[config.mk]
export PLATFORM = sky130hd
export DESIGN_NAME = pixel_difference_mse
export DESIGN_NICKNAME = d
export VERILOG_FILES = /design/src/rtl/core/pdm_pkg.sv /design/src/rtl/core/pdm_lane.sv /design/src/rtl/core/pdm_merge.sv /design/src/rtl/core/pixel_difference_mse.sv
export VERILOG_INCLUDE_DIRS = /design/src /design/src/rtl/core
export SDC_FILE = /design/constraint.sdc
export NUM_CORES = 2
export LEC_CHECK = 0
export CAP_MARGIN = 20
export CELL_PAD_IN_SITES_DETAIL_PLACEMENT = 0
export CELL_PAD_IN_SITES_GLOBAL_PLACEMENT = 1
export CORE_UTILIZATION = 40
export CTS_BUF_LIST = sky130_fd_sc_hd__clkbuf_16
export CTS_CLUSTER_DIAMETER = 30
export DETAILED_ROUTE_END_ITERATION = 8
export DONT_BUFFER_PORTS = 1
export PLACE_DENSITY_LB_ADDON = 0.2
export SKIP_CTS_REPAIR_TIMING = 1
export SLEW_MARGIN = 20
export SYNTH_ARGS = -nofsm -noshare
export SYNTH_HDL_FRONTEND = slang
export SYNTH_SLANG_ARGS = --single-unit
[constraint.sdc]
create_clock -name aclk -period 11.2 [get_ports aclk]
set_input_delay 1.12 -clock aclk [delete_from_list [all_inputs] [get_ports aclk]]
set_output_delay 1.12 -clock aclk [all_outputs]
set_load 0.1 [all_outputs]
[src/rtl/core/pixel_difference_mse_macros.svh]
// Assertion macros for the pixel difference / MSE core.
// No dependencies; included by modules that carry assertions.
`ifndef PIXEL_DIFFERENCE_MSE_MACROS_SVH
`define PIXEL_DIFFERENCE_MSE_MACROS_SVH

// Same-cycle implication, clocked on aclk, off during reset.
`define PDM_ASSERT_NOW(label, ante, cons, msg) \
    label: assert property (@(posedge aclk) disable iff (!aresetn) (ante) |-> (cons)) \
        else $error(msg);

// Next-cycle implication, clocked on aclk, off during reset.
`define PDM_ASSERT_NEXT(label, ante, cons, msg) \
    label: assert property (@(posedge aclk) disable iff (!aresetn) (ante) |=> (cons)) \
        else $error(msg);

`endif

[src/rtl/core/pdm_pkg.sv]
// Shared constants and types for the pixel difference / MSE core.
// No dependencies.
package pdm_pkg;

    parameter int PIX_W      = 8;
    parameter int COUNT_BITS = 24;
    parameter int CNT_W      = COUNT_BITS + 1;
    parameter int ACC_W      = 40;
    parameter int FRAC_BITS  = 8;
    parameter int DVD_W      = ACC_W + FRAC_BITS;
    parameter int MSE_W      = 24;
    parameter int TOTAL_W    = 26;
    parameter int DIV_STEPS  = DVD_W;
    parameter int STEP_W     = $clog2(DIV_STEPS);
    parameter int S_DATA_W   = 6 * PIX_W;
    parameter int M_DATA_W   = 128;

    parameter logic [CNT_W-1:0] COUNT_MAX = CNT_W'(1) << COUNT_BITS;
    parameter logic [PIX_W:0]   DIFF_BIAS = (PIX_W+1)'(128);
    parameter logic [PIX_W-1:0] PIX_MAX   = PIX_W'(255);

    typedef enum logic [1:0] {
        ST_RUN,
        ST_DIV,
        ST_FIN
    } pdm_state_t;

    typedef struct packed {
        logic acc_en;
        logic acc_clr;
        logic div_start;
        logic div_step;
    } pdm_lane_ctrl_t;

endpackage

[src/rtl/core/pdm_lane.sv]
// One colour channel: clipped difference, squared-error accumulator and
// a radix-2 restoring divider for the frame MSE. Depends on pdm_pkg.
module pdm_lane (
    input  logic                          aclk,
    input  logic                          aresetn,
    input  pdm_pkg::pdm_lane_ctrl_t       ctrl,
    input  logic [pdm_pkg::PIX_W-1:0]     pix_a,
    input  logic [pdm_pkg::PIX_W-1:0]     pix_b,
    input  logic [pdm_pkg::CNT_W-1:0]     divisor,
    output logic [pdm_pkg::PIX_W-1:0]     diff,
    output logic [pdm_pkg::MSE_W-1:0]     mse
);

    logic [pdm_pkg::ACC_W-1:0]     acc_reg, acc_next, acc_sum_sat;
    logic [pdm_pkg::ACC_W:0]       acc_sum;
    logic [pdm_pkg::PIX_W:0]       biased, shifted;
    logic [pdm_pkg::PIX_W-1:0]     abs_d;
    logic [2*pdm_pkg::PIX_W-1:0]   sq;
    logic [pdm_pkg::CNT_W-1:0]     rem_reg, rem_next;
    logic [pdm_pkg::CNT_W:0]       trial;
    logic [pdm_pkg::DVD_W-1:0]     quo_reg, quo_next;
    logic                          q_bit;

    // 128 + a - b, clipped
    always_comb begin
        biased  = {1'b0, pix_a} + pdm_pkg::DIFF_BIAS;
        shifted = biased - {1'b0, pix_b};
        if (biased < {1'b0, pix_b}) begin
            diff = '0;
        end else if (shifted[pdm_pkg::PIX_W]) begin
            diff = pdm_pkg::PIX_MAX;
        end else begin
            diff = shifted[pdm_pkg::PIX_W-1:0];
        end
    end

    always_comb begin
        abs_d       = (pix_a >= pix_b) ? (pix_a - pix_b) : (pix_b - pix_a);
        sq          = abs_d * abs_d;
        acc_sum     = {1'b0, acc_reg} + {{(pdm_pkg::ACC_W + 1 - 2*pdm_pkg::PIX_W){1'b0}}, sq};
        acc_sum_sat = acc_sum[pdm_pkg::ACC_W] ? {pdm_pkg::ACC_W{1'b1}}
                                              : acc_sum[pdm_pkg::ACC_W-1:0];
        acc_next    = ctrl.acc_en ? acc_sum_sat : acc_reg;
    end

    always_ff @(posedge aclk) begin
        if (!aresetn) begin
            acc_reg <= '0;
        end else if (ctrl.acc_clr) begin
            acc_reg <= '0;
        end else begin
            acc_reg <= acc_next;
        end
    end

    // one quotient bit per step, dividend = sse << FRAC_BITS
    always_comb begin
        trial    = {rem_reg, quo_reg[pdm_pkg::DVD_W-1]};
        q_bit    = (trial >= {1'b0, divisor});
        rem_next = q_bit ? pdm_pkg::CNT_W'(trial - {1'b0, divisor})
                         : trial[pdm_pkg::CNT_W-1:0];
        quo_next = {quo_reg[pdm_pkg::DVD_W-2:0], q_bit};
    end

    always_ff @(posedge aclk) begin
        if (ctrl.div_start) begin
            rem_reg <= '0;
            quo_reg <= {acc_next, {pdm_pkg::FRAC_BITS{1'b0}}};
        end else if (ctrl.div_step) begin
            rem_reg <= rem_next;
            quo_reg <= quo_next;
        end
    end

    assign mse = (|quo_reg[pdm_pkg::DVD_W-1:pdm_pkg::MSE_W]) ? {pdm_pkg::MSE_W{1'b1}}
                                                              : quo_reg[pdm_pkg::MSE_W-1:0];

endmodule

[src/rtl/core/pdm_merge.sv]
// Merges the three lanes: MSE total and packing of the result word.
// Depends on pdm_pkg.
module pdm_merge (
    input  logic                            stats,
    input  logic [pdm_pkg::PIX_W-1:0]       diff_red,
    input  logic [pdm_pkg::PIX_W-1:0]       diff_green,
    input  logic [pdm_pkg::PIX_W-1:0]       diff_blue,
    input  logic [pdm_pkg::MSE_W-1:0]       mse_red,
    input  logic [pdm_pkg::MSE_W-1:0]       mse_green,
    input  logic [pdm_pkg::MSE_W-1:0]       mse_blue,
    output logic [pdm_pkg::M_DATA_W-1:0]    data
);

    logic [pdm_pkg::MSE_W-1:0]   r, g, b;
    logic [pdm_pkg::TOTAL_W-1:0] total;

    always_comb begin
        r     = stats ? mse_red   : '0;
        g     = stats ? mse_green : '0;
        b     = stats ? mse_blue  : '0;
        total = pdm_pkg::TOTAL_W'(r) + pdm_pkg::TOTAL_W'(g) + pdm_pkg::TOTAL_W'(b);
        data  = pdm_pkg::M_DATA_W'({total, b, g, r, diff_blue, diff_green, diff_red});
    end

endmodule

[src/rtl/core/pixel_difference_mse.sv]
// Pixel difference / MSE core: a non-last pixel gives a registered result in the cycle
// after it is accepted; one pixel per cycle while the frame runs and the output is not
// stalled. A last pixel starts a 48-step bit-serial division in each of the three lanes,
// side by side; input is held off until its result is loaded for output. Synchronous
// active-low reset clears accumulators, pixel count, state and the output valid.
// Depends on pdm_pkg, pdm_lane, pdm_merge and pixel_difference_mse_macros.svh.
`include "pixel_difference_mse_macros.svh"

module pixel_difference_mse (
    input  logic                            aclk,
    input  logic                            aresetn,
    input  logic                            s_tvalid,
    output logic                            s_tready,
    // a_red, a_green, a_blue, b_red, b_green, b_blue
    input  logic [pdm_pkg::S_DATA_W-1:0]    s_tdata,
    input  logic                            s_tlast,
    output logic                            m_tvalid,
    input  logic                            m_tready,
    // diff_red, diff_green, diff_blue, mse_red, mse_green, mse_blue, mse_total, zero pad
    output logic [pdm_pkg::M_DATA_W-1:0]    m_tdata,
    // stats_valid
    output logic                            m_tuser
);

    localparam int PW = pdm_pkg::PIX_W;

    pdm_pkg::pdm_state_t           state_reg, state_next;
    pdm_pkg::pdm_lane_ctrl_t       ctrl;
    logic [pdm_pkg::STEP_W-1:0]    step_reg, step_next;
    logic [pdm_pkg::CNT_W-1:0]     count_reg, count_next, count_inc;
    logic [pdm_pkg::CNT_W-1:0]     divisor_reg;
    logic [3*PW-1:0]               diff_hold_reg;
    logic                          out_valid_reg, out_valid_next;
    logic [pdm_pkg::M_DATA_W-1:0]  out_data_reg, merged;
    logic                          out_user_reg;
    logic                          accept, out_free, div_done, fin_load, out_load;
    logic [PW-1:0]                 d_red, d_green, d_blue;
    logic [PW-1:0]                 m_red, m_green, m_blue;
    logic [pdm_pkg::MSE_W-1:0]     mse_red, mse_green, mse_blue;

    pdm_lane u_lane_red (
        .aclk(aclk), .aresetn(aresetn), .ctrl(ctrl),
        .pix_a(s_tdata[PW-1:0]), .pix_b(s_tdata[4*PW-1:3*PW]),
        .divisor(divisor_reg), .diff(d_red), .mse(mse_red)
    );

    pdm_lane u_lane_green (
        .aclk(aclk), .aresetn(aresetn), .ctrl(ctrl),
        .pix_a(s_tdata[2*PW-1:PW]), .pix_b(s_tdata[5*PW-1:4*PW]),
        .divisor(divisor_reg), .diff(d_green), .mse(mse_green)
    );

    pdm_lane u_lane_blue (
        .aclk(aclk), .aresetn(aresetn), .ctrl(ctrl),
        .pix_a(s_tdata[3*PW-1:2*PW]), .pix_b(s_tdata[6*PW-1:5*PW]),
        .divisor(divisor_reg), .diff(d_blue), .mse(mse_blue)
    );

    assign m_red   = fin_load ? diff_hold_reg[PW-1:0]      : d_red;
    assign m_green = fin_load ? diff_hold_reg[2*PW-1:PW]   : d_green;
    assign m_blue  = fin_load ? diff_hold_reg[3*PW-1:2*PW] : d_blue;

    pdm_merge u_merge (
        .stats(fin_load),
        .diff_red(m_red), .diff_green(m_green), .diff_blue(m_blue),
        .mse_red(mse_red), .mse_green(mse_green), .mse_blue(mse_blue),
        .data(merged)
    );

    // outputs of the sequencer
    always_comb begin
        out_free       = !out_valid_reg || m_tready;
        s_tready       = (state_reg == pdm_pkg::ST_RUN) && out_free;
        accept         = s_tvalid && s_tready;
        div_done       = (state_reg == pdm_pkg::ST_DIV) &&
                         (step_reg == pdm_pkg::STEP_W'(pdm_pkg::DIV_STEPS - 1));
        fin_load       = (state_reg == pdm_pkg::ST_FIN) && out_free;
        out_load       = (accept && !s_tlast) || fin_load;
        ctrl.acc_en    = accept;
        ctrl.acc_clr   = accept && s_tlast;
        ctrl.div_start = accept && s_tlast;
        ctrl.div_step  = (state_reg == pdm_pkg::ST_DIV);
    end

    // next state
    always_comb begin
        state_next = state_reg;
        unique case (state_reg)
            pdm_pkg::ST_RUN: begin
                if (accept && s_tlast) begin
                    state_next = pdm_pkg::ST_DIV;
                end
            end
            pdm_pkg::ST_DIV: begin
                if (div_done) begin
                    state_next = pdm_pkg::ST_FIN;
                end
            end
            pdm_pkg::ST_FIN: begin
                if (out_free) begin
                    state_next = pdm_pkg::ST_RUN;
                end
            end
            default: state_next = pdm_pkg::ST_RUN;
        endcase
    end

    always_comb begin
        count_inc  = (count_reg < pdm_pkg::COUNT_MAX) ? count_reg + pdm_pkg::CNT_W'(1)
                                                      : count_reg;
        count_next = count_reg;
        if (accept) begin
            count_next = s_tlast ? '0 : count_inc;
        end
        step_next = '0;
        if (state_reg == pdm_pkg::ST_DIV) begin
            step_next = step_reg + pdm_pkg::STEP_W'(1);
        end
        out_valid_next = out_valid_reg;
        if (out_load) begin
            out_valid_next = 1'b1;
        end else if (m_tready) begin
            out_valid_next = 1'b0;
        end
    end

    always_ff @(posedge aclk) begin
        if (!aresetn) begin
            state_reg     <= pdm_pkg::ST_RUN;
            step_reg      <= '0;
            count_reg     <= '0;
            out_valid_reg <= 1'b0;
        end else begin
            state_reg     <= state_next;
            step_reg      <= step_next;
            count_reg     <= count_next;
            out_valid_reg <= out_valid_next;
        end
    end

    always_ff @(posedge aclk) begin
        if (accept && s_tlast) begin
            divisor_reg   <= count_inc;
            diff_hold_reg <= {d_blue, d_green, d_red};
        end
        if (out_load) begin
            out_data_reg <= merged;
            out_user_reg <= fin_load;
        end
    end

    assign m_tvalid = out_valid_reg;
    assign m_tdata  = out_data_reg;
    assign m_tuser  = out_user_reg;

    `PDM_ASSERT_NEXT(a_last_holds_input, accept && s_tlast, !s_tready,
        "input taken during frame-end division")
    `PDM_ASSERT_NEXT(a_div_to_fin, div_done, state_reg == pdm_pkg::ST_FIN,
        "division did not finish after its last step")
    `PDM_ASSERT_NEXT(a_fin_emits_stats, fin_load, m_tvalid && m_tuser,
        "frame statistics not presented")
    `PDM_ASSERT_NOW(a_count_bound, 1'b1, count_reg <= pdm_pkg::COUNT_MAX,
        "pixel count beyond saturation")

endmodule

==> results.md <==
* Worst hold path depth at 2
* Ratio of cells with drive above 1 in the final layout at 0.0816
* #FFs+latches synth at 545
* Initial antenna violation count at 0
* Tmin final at 8760 ps
* Layout area overhead at 16.1%
* Leakage at 18.4 nW
* Critical path type: input port to flop
* Initial DRC count at 1723
* WL final at 101000 µm
* FP Rows at 111
* Async set-reset flop share out of synthesis at 0
* Worst setup path startpoint: s_tdata[0]
* Post-synth top flop: edfxtp_1
* Reg2Reg Capture Point: m_tdata[120]
* Yosys cell types at 93
* Slowest stage delay, CP at 820 ps
* Clock transition at path regs at 50 ps
* Port bufs at 0
* VDD IR-drop max at 0.269 mV
* RSZ-0062 raised after global routing: false
* Setup violators final at 0
* Most frequent cells in the layout: 380 x inv_1, 358 x nor2_1, 339 x nand2_1
* Die Area at 94700 µm²
* Worst hold path type: flop to flop
* Die width at 308 µm
* Vias after detailed routing at 28.8k
* Worst Path Max Fanout at 9
* Skew final at 28.7 ps
* Post-layout net count at 4556
* YS warnings at 0
* Post-DP HPWL at 73700 µm
* Worst EP arrival at 9220 ps
* Hold_sp: u_lane_blue.rem_reg[24]
* Place WS at 1690 ps
* Inserted Clock Buffers at 138
* Root Buffer: clkbuf_16
* First-pass GRT wire length at 161000 µm
* Reg2reg start: m_tvalid
* Final number of max-transition violations at 0
* FILL cells at 8918
* R2r setup slk at 4080 ps
* IO Pins at 184
* Syn_area_per_cell at 9.18 µm²
* Slowest stage cell, crit path: a31oi_1
* DRT antenna net count at 0
* Final Cycle Share at 0.782
* Worst-skew pair later-pin latency at 730 ps
* Cells on worst reg2reg path at 25
* CTS tree: yes
* Placer's final routability congestion estimate at 0.844
* Setup TNS at 0 ps
* Clk sink count at 545
* # H-tree levels at 4
* Largest register FFs at 122
* Die Y at 308 µm
* Crit start category: input port
* Tot GR Track Use at 0.215
* Worst setup margin at 2440 ps
* Largest net degree at the start of global routing at 101
* Crit. End Element: flop
* Sequential area share after synthesis at 0.370
* Measured slew at the worst slew-check pin at 1150 ps
* Total core area at 92100 µm²
* Vias/cell at 5.30
* WL per Instance at 18.7 µm
* Max_cap viols at 0
* Vias in the first global route at 28.5k
* Synthesized area at 37400 µm²
* Drt pass-1 iters at 5
* Commonest non-fill, non-tap cell in the layout: inv_1
* Worst path required time at 11660 ps
* Clock Path Buffers at 3
* Status: completed
* Total gr overflow at 0
* PwrDens at 331 nW/µm²
* Initial core utilization at 0.406
* Worst hold endpoint: u_lane_blue.rem_reg[24]
* Diodes inserted at 0
* Mapped Cells at 4073
* Post-synth EDFFs at 292
* Final Hold Fails at 0
* DRC Markers at 0
* Max_slew headroom at 0.236
* Register area at 13800 µm²
* Multi-input gate area in the final layout at 21600 µm²
* Max frequency at 114 MHz
## per-stage QoR
step | area [µm²] | util | instances | hold slack (ps) | total power, mW
3_3_place_gp | 38500 | 0.419 | 5177 | 446 | 10.3
2_1_floorplan | 37400 | - | 4078 | 426 | 8.69
3_5_place_dp | 38500 | 0.419 | 5177 | 450 | 10.3
4_1_cts | 43400 | 0.471 | 5433 | 463 | 14.5
6_report | 43400 | 0.471 | 5435 | 460 | 14.4
5_1_grt | 43400 | 0.471 | 5435 | 486 | 15.7
## per-layer routing
metal / track usage / routed length, µm
met2: 0.347 / 46700
met1: 0.286 / 47500
met5: 0 / 0
met3: 0.0401 / 4310
met4: 0.0771 / 2900
## Yosys cell counts, types with 43 or more instances
master | instances | area (µm²)
inv_1 | 370 | 1390
nor2_1 | 361 | 1360
nand2_1 | 342 | 1280
ha_1 | 305 | 3820
o21ai_0 | 300 | 1500
edfxtp_1 | 292 | 8770
a21oi_1 | 278 | 1390
dfxtp_1 | 253 | 5060
xnor2_1 | 157 | 1380
clkbuf_1 | 138 | 518
fa_1 | 122 | 2440
a21o_1 | 119 | 893
o21a_1 | 110 | 826
nand3_1 | 94 | 470
xor2_1 | 83 | 727
mux2i_1 | 64 | 641
a211oi_1 | 49 | 368
nor2b_1 | 43 | 269
## critical path, delay by kind of cell
kind	cells	cell delay, ps
AND/OR/NAND/NOR	4	830
multiplexers	1	260
adder cells (fa/ha/maj)	7	3090
XOR/XNOR	1	670
buffers and inverters	4	210
AO/OA/AOI/OAI	11	2990
## how the worst max path moves through the flow
| stage | endpoint | slack [ps] | depth (start not counted) |
|---|---|---|---|
| 2_1_floorplan | m_tdata[0] | 470 | 3 |
| 3_3_place_gp | u_lane_red.quo_reg[42] | 1770 | 28 |
| 3_5_place_dp | u_lane_red.quo_reg[42] | 1690 | 28 |
| 4_1_cts | u_lane_red.quo_reg[42] | 2430 | 28 |
| 5_1_grt | u_lane_red.quo_reg[35] | 1970 | 28 |
| 6_report | u_lane_red.quo_reg[42] | 2440 | 28 |
## cell families (layout without fill, tap and decap cells)
group           count (synthesis)  in the layout  synth area share
mux                            84             84            0.0232
simple gates                 1123           1123             0.139
fa+ha+maj                     427            427             0.167
flops                         545            545             0.370
buf+inv                       541            655            0.0559
xor+xnor                      244            244            0.0586
compound gates               1108           1108             0.186
other cells                     1              6          0.000100
## layout make-up
type	count	share of cell area
sequential	545	0.319
multi-input combinational	2992	0.497
tap	1243	0.0358
timing repair buffer	27	0.00536
clock buffer	141	0.0813
clock inverter	115	0.0297
inverter	372	0.0323
## where the power goes
part / switching, mW / internal [mW] / leakage (nW)
Sequential: 0.341 / 2.45 / 4.89
Combinational: 4.41 / 3.07 / 11.2
Clock: 1.31 / 2.77 / 2.37
Power figures use the tool's default switching activity.
